**src/rtl/asc_pkg.sv**
```systemverilog
package asc_pkg;

    localparam int NUM_SIGS = 10;
    localparam int SIG_MAX  = 16;

    // Bit 8 set marks a wildcard position that matches any byte.
    localparam logic [8:0] ANY = 9'h100;

    localparam logic [1:0] CLASS_UNKNOWN  = 2'd0;
    localparam logic [1:0] CLASS_LOSSY    = 2'd1;
    localparam logic [1:0] CLASS_LOSSLESS = 2'd2;

    localparam logic [3:0] NO_MATCH = 4'd10;

    typedef struct packed {
        logic [7:0] data_byte;
        logic       end_of_header;
    } t_in_item;

    typedef struct packed {
        logic [1:0] file_class;
        logic [3:0] matched_format;
    } t_out_item;

    localparam logic [4:0] SIG_LEN [0:NUM_SIGS-1] = '{
        5'd2, 5'd5, 5'd2, 5'd2, 5'd4, 5'd16, 5'd12, 5'd4, 5'd4, 5'd12
    };

    localparam logic [1:0] SIG_CLASS [0:NUM_SIGS-1] = '{
        CLASS_LOSSY, CLASS_LOSSY, CLASS_LOSSY, CLASS_LOSSY, CLASS_LOSSY,
        CLASS_LOSSY, CLASS_LOSSLESS, CLASS_LOSSLESS, CLASS_LOSSLESS, CLASS_LOSSLESS
    };

    // Positions past a signature's length are never compared; pad with wildcards.
    localparam logic [8:0] SIG_BYTES [0:NUM_SIGS-1][0:SIG_MAX-1] = '{
        '{9'h00B, 9'h077, ANY, ANY, ANY, ANY, ANY, ANY,
          ANY, ANY, ANY, ANY, ANY, ANY, ANY, ANY},
        '{9'h023, 9'h021, 9'h041, 9'h04D, 9'h052, ANY, ANY, ANY,
          ANY, ANY, ANY, ANY, ANY, ANY, ANY, ANY},
        '{9'h0FF, 9'h0FD, ANY, ANY, ANY, ANY, ANY, ANY,
          ANY, ANY, ANY, ANY, ANY, ANY, ANY, ANY},
        '{9'h0FF, 9'h0FB, ANY, ANY, ANY, ANY, ANY, ANY,
          ANY, ANY, ANY, ANY, ANY, ANY, ANY, ANY},
        '{9'h04F, 9'h067, 9'h067, 9'h053, ANY, ANY, ANY, ANY,
          ANY, ANY, ANY, ANY, ANY, ANY, ANY, ANY},
        '{9'h030, 9'h026, 9'h0B2, 9'h075, 9'h08E, 9'h066, 9'h0CF, 9'h011,
          9'h0A6, 9'h0D9, 9'h000, 9'h0AA, 9'h000, 9'h062, 9'h0CE, 9'h06C},
        '{9'h046, 9'h04F, 9'h052, 9'h04D, ANY, ANY, ANY, ANY,
          9'h041, 9'h049, 9'h046, 9'h046, ANY, ANY, ANY, ANY},
        '{9'h066, 9'h04C, 9'h061, 9'h043, ANY, ANY, ANY, ANY,
          ANY, ANY, ANY, ANY, ANY, ANY, ANY, ANY},
        '{9'h054, 9'h054, 9'h041, 9'h031, ANY, ANY, ANY, ANY,
          ANY, ANY, ANY, ANY, ANY, ANY, ANY, ANY},
        '{9'h052, 9'h049, 9'h046, 9'h046, ANY, ANY, ANY, ANY,
          9'h057, 9'h041, 9'h056, 9'h045, ANY, ANY, ANY, ANY}
    };

endpackage

```
**src/rtl/asc_match.sv**
```systemverilog
module asc_match import asc_pkg::*; #(
    parameter int POS_W = 6
) (
    input  logic [7:0]          i_data_byte,
    input  logic [POS_W-1:0]    i_position,
    input  logic [NUM_SIGS-1:0] i_alive,
    output logic [NUM_SIGS-1:0] o_alive
);

    // Compare the byte against every signature at once; drop those that miss.
    always_comb begin
        logic [8:0] want;
        logic       in_range;
        for (int i = 0; i < NUM_SIGS; i++) begin
            in_range   = i_position < POS_W'(SIG_LEN[i]);
            want       = SIG_BYTES[i][i_position[3:0]];
            o_alive[i] = i_alive[i]
                       & ~(in_range & ~want[8] & (want[7:0] != i_data_byte));
        end
    end

endmodule

```
**src/rtl/asc_select.sv**
```systemverilog
module asc_select import asc_pkg::*; #(
    parameter int POS_W = 6
) (
    input  logic [NUM_SIGS-1:0] i_alive,
    input  logic [POS_W-1:0]    i_position,
    output t_out_item           o_result
);

    always_comb begin
        logic found;
        found                   = 1'b0;
        o_result.file_class     = CLASS_UNKNOWN;
        o_result.matched_format = NO_MATCH;
        for (int i = 0; i < NUM_SIGS; i++) begin
            if (!found && i_alive[i] && (POS_W'(SIG_LEN[i]) <= i_position)) begin
                found                   = 1'b1;
                o_result.file_class     = SIG_CLASS[i];
                o_result.matched_format = 4'(i);
            end
        end
    end

endmodule

```
**src/rtl/audio_signature_classifier.sv**
```systemverilog
// An end-of-header byte is held in the input register, then its result is registered.
// Throughput: one byte per cycle unless stalled; each byte costs one pass through the
//   signature compare array between the input register and the state/result registers.
// A stalled result holds the result register; an end-of-header input then backs up.
// Reset (synchronous, active low) empties both registers, sets all alive flags and
//   clears the byte counter; the state returns to that point after every result.
module audio_signature_classifier import asc_pkg::*; #(
    parameter int HEADER_BYTES = 32
) (
    input  logic      i_clk,
    input  logic      i_rst_n,
    input  logic      i_in_valid,
    output logic      o_in_stall,
    input  t_in_item  i_in_data,
    output logic      o_out_valid,
    input  logic      i_out_stall,
    output t_out_item o_out_data
);

    // Counter must hold HEADER_BYTES itself, where it saturates.
    localparam int POS_W = $clog2(HEADER_BYTES + 1);
    localparam logic [POS_W-1:0] POS_MAX = POS_W'(HEADER_BYTES);

    // Input register: one buffered transaction.
    logic      r_in_valid;
    t_in_item  r_in;

    // Matching state for the file in progress.
    logic [NUM_SIGS-1:0] r_alive;
    logic [POS_W-1:0]    r_pos;

    // Result register.
    logic      r_out_valid;
    t_out_item r_out;

    logic                out_free;
    logic                proc;
    logic                take_in;
    logic                counting;
    logic [NUM_SIGS-1:0] match_alive;
    logic [NUM_SIGS-1:0] n_alive;
    logic [POS_W-1:0]    n_pos;
    t_out_item           sel_result;

    // The result slot frees when it is empty or being taken this cycle.
    assign out_free = !r_out_valid || !i_out_stall;

    // Process the buffered byte unless it needs the result slot and that is full.
    assign proc    = r_in_valid && (!r_in.end_of_header || out_free);
    assign take_in = i_in_valid && !o_in_stall;

    // Hold new input only while the buffered byte cannot advance.
    assign o_in_stall = r_in_valid && !proc;

    asc_match #(
        .POS_W(POS_W)
    ) u_match (
        .i_data_byte (r_in.data_byte),
        .i_position  (r_pos),
        .i_alive     (r_alive),
        .o_alive     (match_alive)
    );

    // Bytes beyond the header window leave the state untouched.
    assign counting = r_pos < POS_MAX;
    assign n_alive  = counting ? match_alive : r_alive;
    assign n_pos    = counting ? r_pos + 1'b1 : r_pos;

    // Pick the winner from the state as it stands after this byte.
    asc_select #(
        .POS_W(POS_W)
    ) u_select (
        .i_alive    (n_alive),
        .i_position (n_pos),
        .o_result   (sel_result)
    );

    always_ff @(posedge i_clk) begin
        if (!i_rst_n) begin
            r_in_valid  <= 1'b0;
            r_out_valid <= 1'b0;
            r_alive     <= '1;
            r_pos       <= '0;
        end else begin
            // Advance the input register.
            if (take_in) begin
                r_in_valid <= 1'b1;
                r_in       <= i_in_data;
            end else if (proc) begin
                r_in_valid <= 1'b0;
            end

            // Update the matching state; rearm it once a file's result is issued.
            if (proc) begin
                if (r_in.end_of_header) begin
                    r_alive <= '1;
                    r_pos   <= '0;
                end else begin
                    r_alive <= n_alive;
                    r_pos   <= n_pos;
                end
            end

            // Load a new result or drop the one just taken.
            if (proc && r_in.end_of_header) begin
                r_out_valid <= 1'b1;
                r_out       <= sel_result;
            end else if (!i_out_stall) begin
                r_out_valid <= 1'b0;
            end
        end
    end

    assign o_out_valid = r_out_valid;
    assign o_out_data  = r_out;

    // Counter never runs past the header window.
    a_pos_sat: assert property (@(posedge i_clk) disable iff (!i_rst_n)
        r_pos <= POS_MAX)
        else $error("byte counter beyond header window");

    // A finished file leaves the state rearmed.
    a_rearm: assert property (@(posedge i_clk) disable iff (!i_rst_n)
        proc && r_in.end_of_header |=> (r_pos == '0) && (r_alive == '1))
        else $error("state not rearmed after result");

    // "No match" and "unknown class" always come together.
    a_no_match: assert property (@(posedge i_clk) disable iff (!i_rst_n)
        r_out_valid |-> ((r_out.matched_format == NO_MATCH)
                         == (r_out.file_class == CLASS_UNKNOWN)))
        else $error("class and format disagree");

    // A result is never overwritten while it waits.
    a_no_overwrite: assert property (@(posedge i_clk) disable iff (!i_rst_n)
        r_out_valid && i_out_stall |-> !(proc && r_in.end_of_header))
        else $error("pending result overwritten");

endmodule

```
**config.mk**
```make
export PLATFORM = sky130hd
export DESIGN_NAME = audio_signature_classifier
export DESIGN_NICKNAME = d
export VERILOG_FILES = /design/src/rtl/asc_pkg.sv /design/src/rtl/asc_match.sv /design/src/rtl/asc_select.sv /design/src/rtl/audio_signature_classifier.sv
export SDC_FILE = /design/constraint.sdc
export NUM_CORES = 1
export LEC_CHECK = 0
export BUFFER_PORTS_ARGS = -buffer_cell sky130_fd_sc_hd__clkbuf_2
export CAP_MARGIN = 20
export CORE_MARGIN = 2
export CORE_UTILIZATION = 35
export DETAILED_ROUTE_END_ITERATION = 16
export PLACE_DENSITY = 0.58
export SLEW_MARGIN = 10
export SYNTH_ARGS = -nofsm -noshare
export SYNTH_HDL_FRONTEND = slang
export SYNTH_HIERARCHICAL = 1
export SYNTH_SLANG_ARGS = --single-unit
```
**constraint.sdc**
```tcl
create_clock -name i_clk -period 3.45 [get_ports i_clk]
set_input_delay 0.1725 -clock i_clk [delete_from_list [all_inputs] [get_ports i_clk]]
set_output_delay 0.1725 -clock i_clk [all_outputs]
set_load 0.02 [all_outputs]
```
======== After elaboration in Yosys (flattened, before gate mapping) ========
Memory sizes are Yosys's and may differ from the RTL's.
Cells that the tools add are included.
storage, ports and cells
  memories ................................ 10
  bits of input ports ..................... 13
  register bits after elaboration ......... 33
  memory bits (read-only) ................. 1440
memories
  name             words  width  read ports  clocked after Yosys merged registers in  write ports  line             RTL
  (no name shown)  16     9      1           0                                        0            asc_match.sv:16  want = SIG_BYTES[i][i_position[3:0]];
  (no name shown)  16     9      1           0                                        0            asc_match.sv:16
  (no name shown)  16     9      1           0                                        0            asc_match.sv:16
  (no name shown)  16     9      1           0                                        0            asc_match.sv:16
  (no name shown)  16     9      1           0                                        0            asc_match.sv:16
  (no name shown)  16     9      1           0                                        0            asc_match.sv:16
  4 more memories  -      -      -           -                                        -            -
cells by class
  $lt $le $gt $ge ......................... 12
  reduce and logical (&&, ||, !) cells .... 44
  equality and inequality tests ........... 11
  muxes and demuxes ....................... 46
  add/subtract/negate cells ............... 1
  bitwise operators ....................... 51
operator list
  kind                                                           count
  two-way mux 9 bit                                              20
  != test 8 bit                                                  10
  two-way mux 6 bit                                              7
  AND 1 bit                                                      30
  logical AND 1 bit                                              23
  two-way mux 10 bit                                             2
  NOT 1 bit                                                      20
  zero test 1 bit                                                14
  two-way mux 1 bit                                              14
  less-or-equal comparator 3 x 6 -> 1 bit, first input constant  2
  less-than comparator 6 x 3 -> 1 bit, second input constant     2
  two-way mux 4 bit                                              2
  adder 6 x 1 -> 6 bit, second input constant                    1
  less-or-equal comparator 2 x 6 -> 1 bit, first input constant  1
  less-or-equal comparator 4 x 6 -> 1 bit, first input constant  1
  less-or-equal comparator 5 x 6 -> 1 bit, first input constant  1
  less-than comparator 6 x 2 -> 1 bit, second input constant     1
  less-than comparator 6 x 4 -> 1 bit, second input constant     1
  less-than comparator 6 x 5 -> 1 bit, second input constant     1
  less-than comparator 6 bit, second input constant              1
  greater-or-equal comparator 5 bit, second input constant       1
  two-way mux 5 bit                                              1
  NOT 4 -> 5 bit                                                 1
  AND reduction 2 bit                                            2
  other kinds (5)                                                6

======== Longest topological paths before layout ========
  depth in word-level cells ............... 48
  depth in mapped cells ................... 14
  depth with buffers taken out ............ 13

======== Modules after synthesis ========
The synthesis kept the hierarchy.
by module, submodules not included
  module                      area an instance (sq um)  cells an instance  sequential area each (sq um)  instances
  audio_signature_classifier  1415.1                    126                810.8                         1
  asc_match                   1281.2                    196                0.0                           1
  asc_select                  314.1                     44                 0.0                           1

======== Least setup slack after synthesis ========
No wires, ideal clock.
  path kind ............................... register to register
  start point ............................. register r_pos[0]
  end point ............................... register r_out (netlist bit o_out_data[0]) (data pin)
  setup slack ............................. 0.357 ns
  cell stages (with the launch flop) ...... 13
  path buffers ............................ 1
  data required time ...................... 3.186 ns
  data arrival time ....................... 2.829 ns
  library setup time ...................... 0.264 ns
  path through ............................ dfxtp_1 inv_1 ha_1 buf_2 nor2_1 xnor2_1 nor3_1 o21a_1 mux2_2 a2111oi_1 o311a_1 and4b_1 a31oi_1
RTL lines
  item                                                                         line                               RTL
  start, declared                                                              audio_signature_classifier.sv:30   logic [POS_W-1:0] r_pos;
  start signal, assigned                                                       audio_signature_classifier.sv:100  r_pos <= n_pos;
  parallel branches: the longest is 6 deep, another holds memory (16 x 9 bit)  -
  AND 1 bit (*)                                                                asc_match.sv:18                    & ~(in_range & ~want[8] & (want[7:0] != i_data_byte));
  NOT 1 bit (*)                                                                asc_match.sv:18
  AND 1 bit (*)                                                                asc_match.sv:18
  named net match_alive[7]                                                     audio_signature_classifier.sv:40   logic [NUM_SIGS-1:0] match_alive;
  two-way mux 10 bit (*)                                                       audio_signature_classifier.sv:66   assign n_alive = counting ? match_alive : r_alive;
  named net n_alive[7]                                                         audio_signature_classifier.sv:41   logic [NUM_SIGS-1:0] n_alive;
  logical AND 1 bit (*) (2 in a row)                                           asc_select.sv:15                   if (!found && i_alive[i] && (POS_W'(SIG_LEN[i]) <= i_position)) begin
  two-way mux 1 bit                                                            asc_select.sv:15
  zero test 1 bit                                                              asc_select.sv:15
  logical AND 1 bit (2 in a row)                                               asc_select.sv:15
  two-way mux 1 bit                                                            asc_select.sv:15
  zero test 1 bit                                                              asc_select.sv:15
  logical AND 1 bit (2 in a row)                                               asc_select.sv:15
  end signal, assigned                                                         audio_signature_classifier.sv:107  r_out <= sel_result;
  end, declared                                                                audio_signature_classifier.sv:34   t_out_item r_out;
Mark *: on every way through the listed nets, which the timed path passes. The select of a mux whose other input is x is not followed.
A chain may end at the register's enable or synchronous reset.

======== Worst setup path after layout ========
  start point ............................. register r_pos[1]
  end point ............................... register r_out (netlist bit o_out_data[0]) (data pin)
The elaborated chain is that of the path after synthesis.

==> results.sh <==
export IMPL_outcome="complete, no violations"
export IMPL_final_setup_tns_ps=0
export IMPL_period_share=0.928
export IMPL_pin_count=21
export IMPL_drt_pass1_iterations=4
export IMPL_synthArstFlopShare=0
export IMPL_syn_to_final_growth_pct=7.48
export IMPL_grt_max_degree=36
export IMPL_cp_slowest_stage_delay_ps=540
export IMPL_grt_pass1_vias=2681
export IMPL_power_share_sequential=0.532
export IMPL_cts_root_buffer="clkbuf_8"
export IMPL_synth_top_area_frac=0.150
export IMPL_power_density_nw_per_um2=258
export IMPL_diodes=0
export IMPL_leakagePower_nw=1.20
export IMPL_ys_ff_latch=33
export IMPL_worstMarginPinSlew_ps=804
export IMPL_fin_ws_ps=247
export IMPL_wl_per_cell_um=16.3
export IMPL_crit_start="r_pos[1]"
export IMPL_path_cells="inv_1 > ha_1 > xor2_1 > nand4_1 > nor3_1 > o21a_1 > mux2_2 > a2111oi_2 > o311a_1 > and4b_1 > a31oi_1"
export IMPL_vias=2751
export IMPL_layout_drive_gt1_share=0.163
export IMPL_cts_tree="built"
export IMPL_ctsLongestPathBuffers=2
export IMPL_cts_setup_buffers=0
export IMPL_insertion_delay_ps=290
export IMPL_holdBufCountCts=0
export IMPL_endpoint_kind="register"
export IMPL_drt_wl_total_um=7800
export IMPL_p_comb_frac=0.116
export IMPL_die_w_um=96.7
export IMPL_synth_most_common_cell="nor2_1"
export IMPL_gp_congestion=0.842
export IMPL_synth_cell_types=68
export IMPL_synth_main_ff_cell="dfxtp_1"
export IMPL_grt_overflow_total=0
export IMPL_viasPerCell=5.74
export IMPL_h_tree_depth=2
export IMPL_hold_end="r_in[0]"
export IMPL_yosysWarnings=6
export IMPL_synth_edf_count=15
export IMPL_slew_headroom=0.458
export IMPL_switching_share=0.273
export IMPL_worstSetupPathType="register to register"
export IMPL_r2r_slack_ps=250
export IMPL_numPortBuffers=20
export IMPL_place_ws_ps=214
export IMPL_start_kind="register"
export IMPL_hp_start="i_in_data[0]"
export IMPL_worst_ep_arrival_time_ps=3240
export IMPL_setup_viol=0
export IMPL_power_total_mw=0.834
export IMPL_ys_seq_area_frac=0.269
export IMPL_drc=0
export IMPL_fin_skew_ps=6.99
export IMPL_drv_slew=0
export IMPL_start_util=0.365
export IMPL_cts_clk_slew_worst_paths_ps=70
export IMPL_cts_resized=0
export IMPL_netlist_top_cells_area="edfxtp_1 (15%), dfxtp_1 (12%), xnor2_1 (5.5%)"
export IMPL_min_period_ps=3200
export IMPL_p_sw_mw=0.228
export IMPL_syn_area_per_cell_um2=8.23
export IMPL_die_h_um=96.7
export IMPL_rsz0062_at_grt="false"
export IMPL_row_count=33
export IMPL_clkPwrFrac=0.352
export IMPL_internal_power_mw=0.607
export IMPL_hold_worst_slack_ps=56.9
export IMPL_cts_buffers=5
export IMPL_ys_top_cells_by_count="nor2_1 (34), a21oi_1 (29), o21ai_0 (22), xnor2_1 (19), dfxtp_1 (18)"
export IMPL_antenna_left=0
export IMPL_r2r_worst_path_cells=11
export IMPL_drt_iter0_drc=150
export IMPL_die_area_um2=9360
export IMPL_grt_pass1_wl_um=13200
export IMPL_grt_usage=0.169
export IMPL_hold_viol=0
export IMPL_rr_endpoint="o_out_data[0]"
export IMPL_maxCapViolations=0
export IMPL_core_um2=8260
export IMPL_r2r_start="r_pos[1]"
export IMPL_crit_fanout=10
export IMPL_hold_path_class="primary input to register"
export IMPL_synthCells=366
export IMPL_synth_top_area_cell="edfxtp_1"
export IMPL_required_ps=3490
export IMPL_antenna_found_initial=0
export IMPL_cts_sinks=33
export IMPL_num_nets_final=393
export IMPL_peakVddDrop_uv=135
export IMPL_synth_nets=386
export IMPL_min_path_cells=1
export IMPL_netlist_area_um2=3010
export IMPL_dpl_hpwl_um=5660
export IMPL_cp_slowest_cell="dfxtp_1"
export IMPL_max_freq_mhz=312
-- sequential cells by signal, summed over array words and instances, names as in the netlist --
name,cells
o_out_valid,1
r_pos,6
r_alive,10
r_in_valid,1
r_in,9
o_out_data,6
-- power by group through the flow --
stage               Combinational (mW)  Sequential (mW)  Clock, mW
finish                          0.0967            0.444      0.293
CTS                             0.0970            0.444      0.307
floorplan                       0.0795            0.439          0
global placement                0.0944            0.453          0
detailed placement              0.0963            0.453          0
global route                     0.107            0.447      0.322
-- kinds of logic after synthesis --
group                      synth area share
and+or+nand+nor                       0.236
AOI/OAI and AO/OA                     0.241
buffers and inverters                0.0702
xor gates and xnor gates             0.0989
DFF                                   0.269
muxes                                0.0515
adders and majority gates            0.0324
-- cell usage in the layout, fill, tap and decap left out, types with 7 or more instances in the layout --
| cell | netlist | final |
|---|---|---|
| nor2_1 | 34 | 34 |
| a21oi_1 | 29 | 29 |
| o21ai_0 | 22 | 22 |
| clkbuf_2 | 0 | 20 |
| xnor2_1 | 19 | 19 |
| dfxtp_1 | 18 | 18 |
| nand2_1 | 17 | 17 |
| edfxtp_1 | 15 | 15 |
| xor2_1 | 15 | 15 |
| nor3_1 | 12 | 12 |
| buf_4 | 4 | 11 |
| mux2_2 | 10 | 10 |
| inv_1 | 9 | 9 |
| nand3_1 | 8 | 8 |
| nor4_1 | 8 | 8 |
| nor2b_1 | 8 | 8 |
| nand4_1 | 8 | 8 |
| o21a_1 | 7 | 7 |
| ha_1 | 7 | 7 |
-- area by class of cell --
class | instances | area [µm²]
Clock buffer | 7 | 76.3
Clock inverter | 1 | 7.51
Fill cell | 875 | 5020
Inverter | 9 | 33.8
Multi-Input combinational cell | 293 | 1990
Sequential cell | 33 | 811
Tap cell | 105 | 131
Timing Repair Buffer | 31 | 183
-- per-stage QoR --
step	cells	instance area, µm²	utilization
final	479	3240	0.392
after global routing	479	3240	0.392
after CTS	479	3230	0.391
after detailed placement	471	3150	0.381
after global placement	471	3150	0.381
after floorplan	366	3010	-
-- critical path, delay by kind of cell, from the launching register on --
| kind | cells | cell delay (ps) |
|---|---|---|
| and+or+nand+nor | 3 | 400 |
| muxes | 1 | 310 |
| adders and majority gates | 1 | 420 |
| buffers and inverters | 1 | 190 |
| AOI/OAI and AO/OA | 4 | 920 |
| DFF | 1 | 540 |
| xor gates and xnor gates | 1 | 180 |
-- worst max-delay path by stage --
stage | to | slack [ps] | cells after the start
finish | o_out_data[0] | 250 | 11
global route | o_out_data[1] | 30 | 11
CTS | o_out_data[0] | 210 | 11
detailed placement | o_out_data[0] | 210 | 11
global placement | o_out_data[0] | 310 | 11
floorplan | o_out_data[0] | 360 | 12
-- routing by layer --
metal,part of all wire,vias to the layer above,global-route usage
li1,-,1360,-
met1,0.45,1295,0.226
met2,0.47,81,0.278
met3,0.053,15,0.0246
met4,0.021,0,0.0585
met5,0,-,0
(Power assumes the default switching activity.)
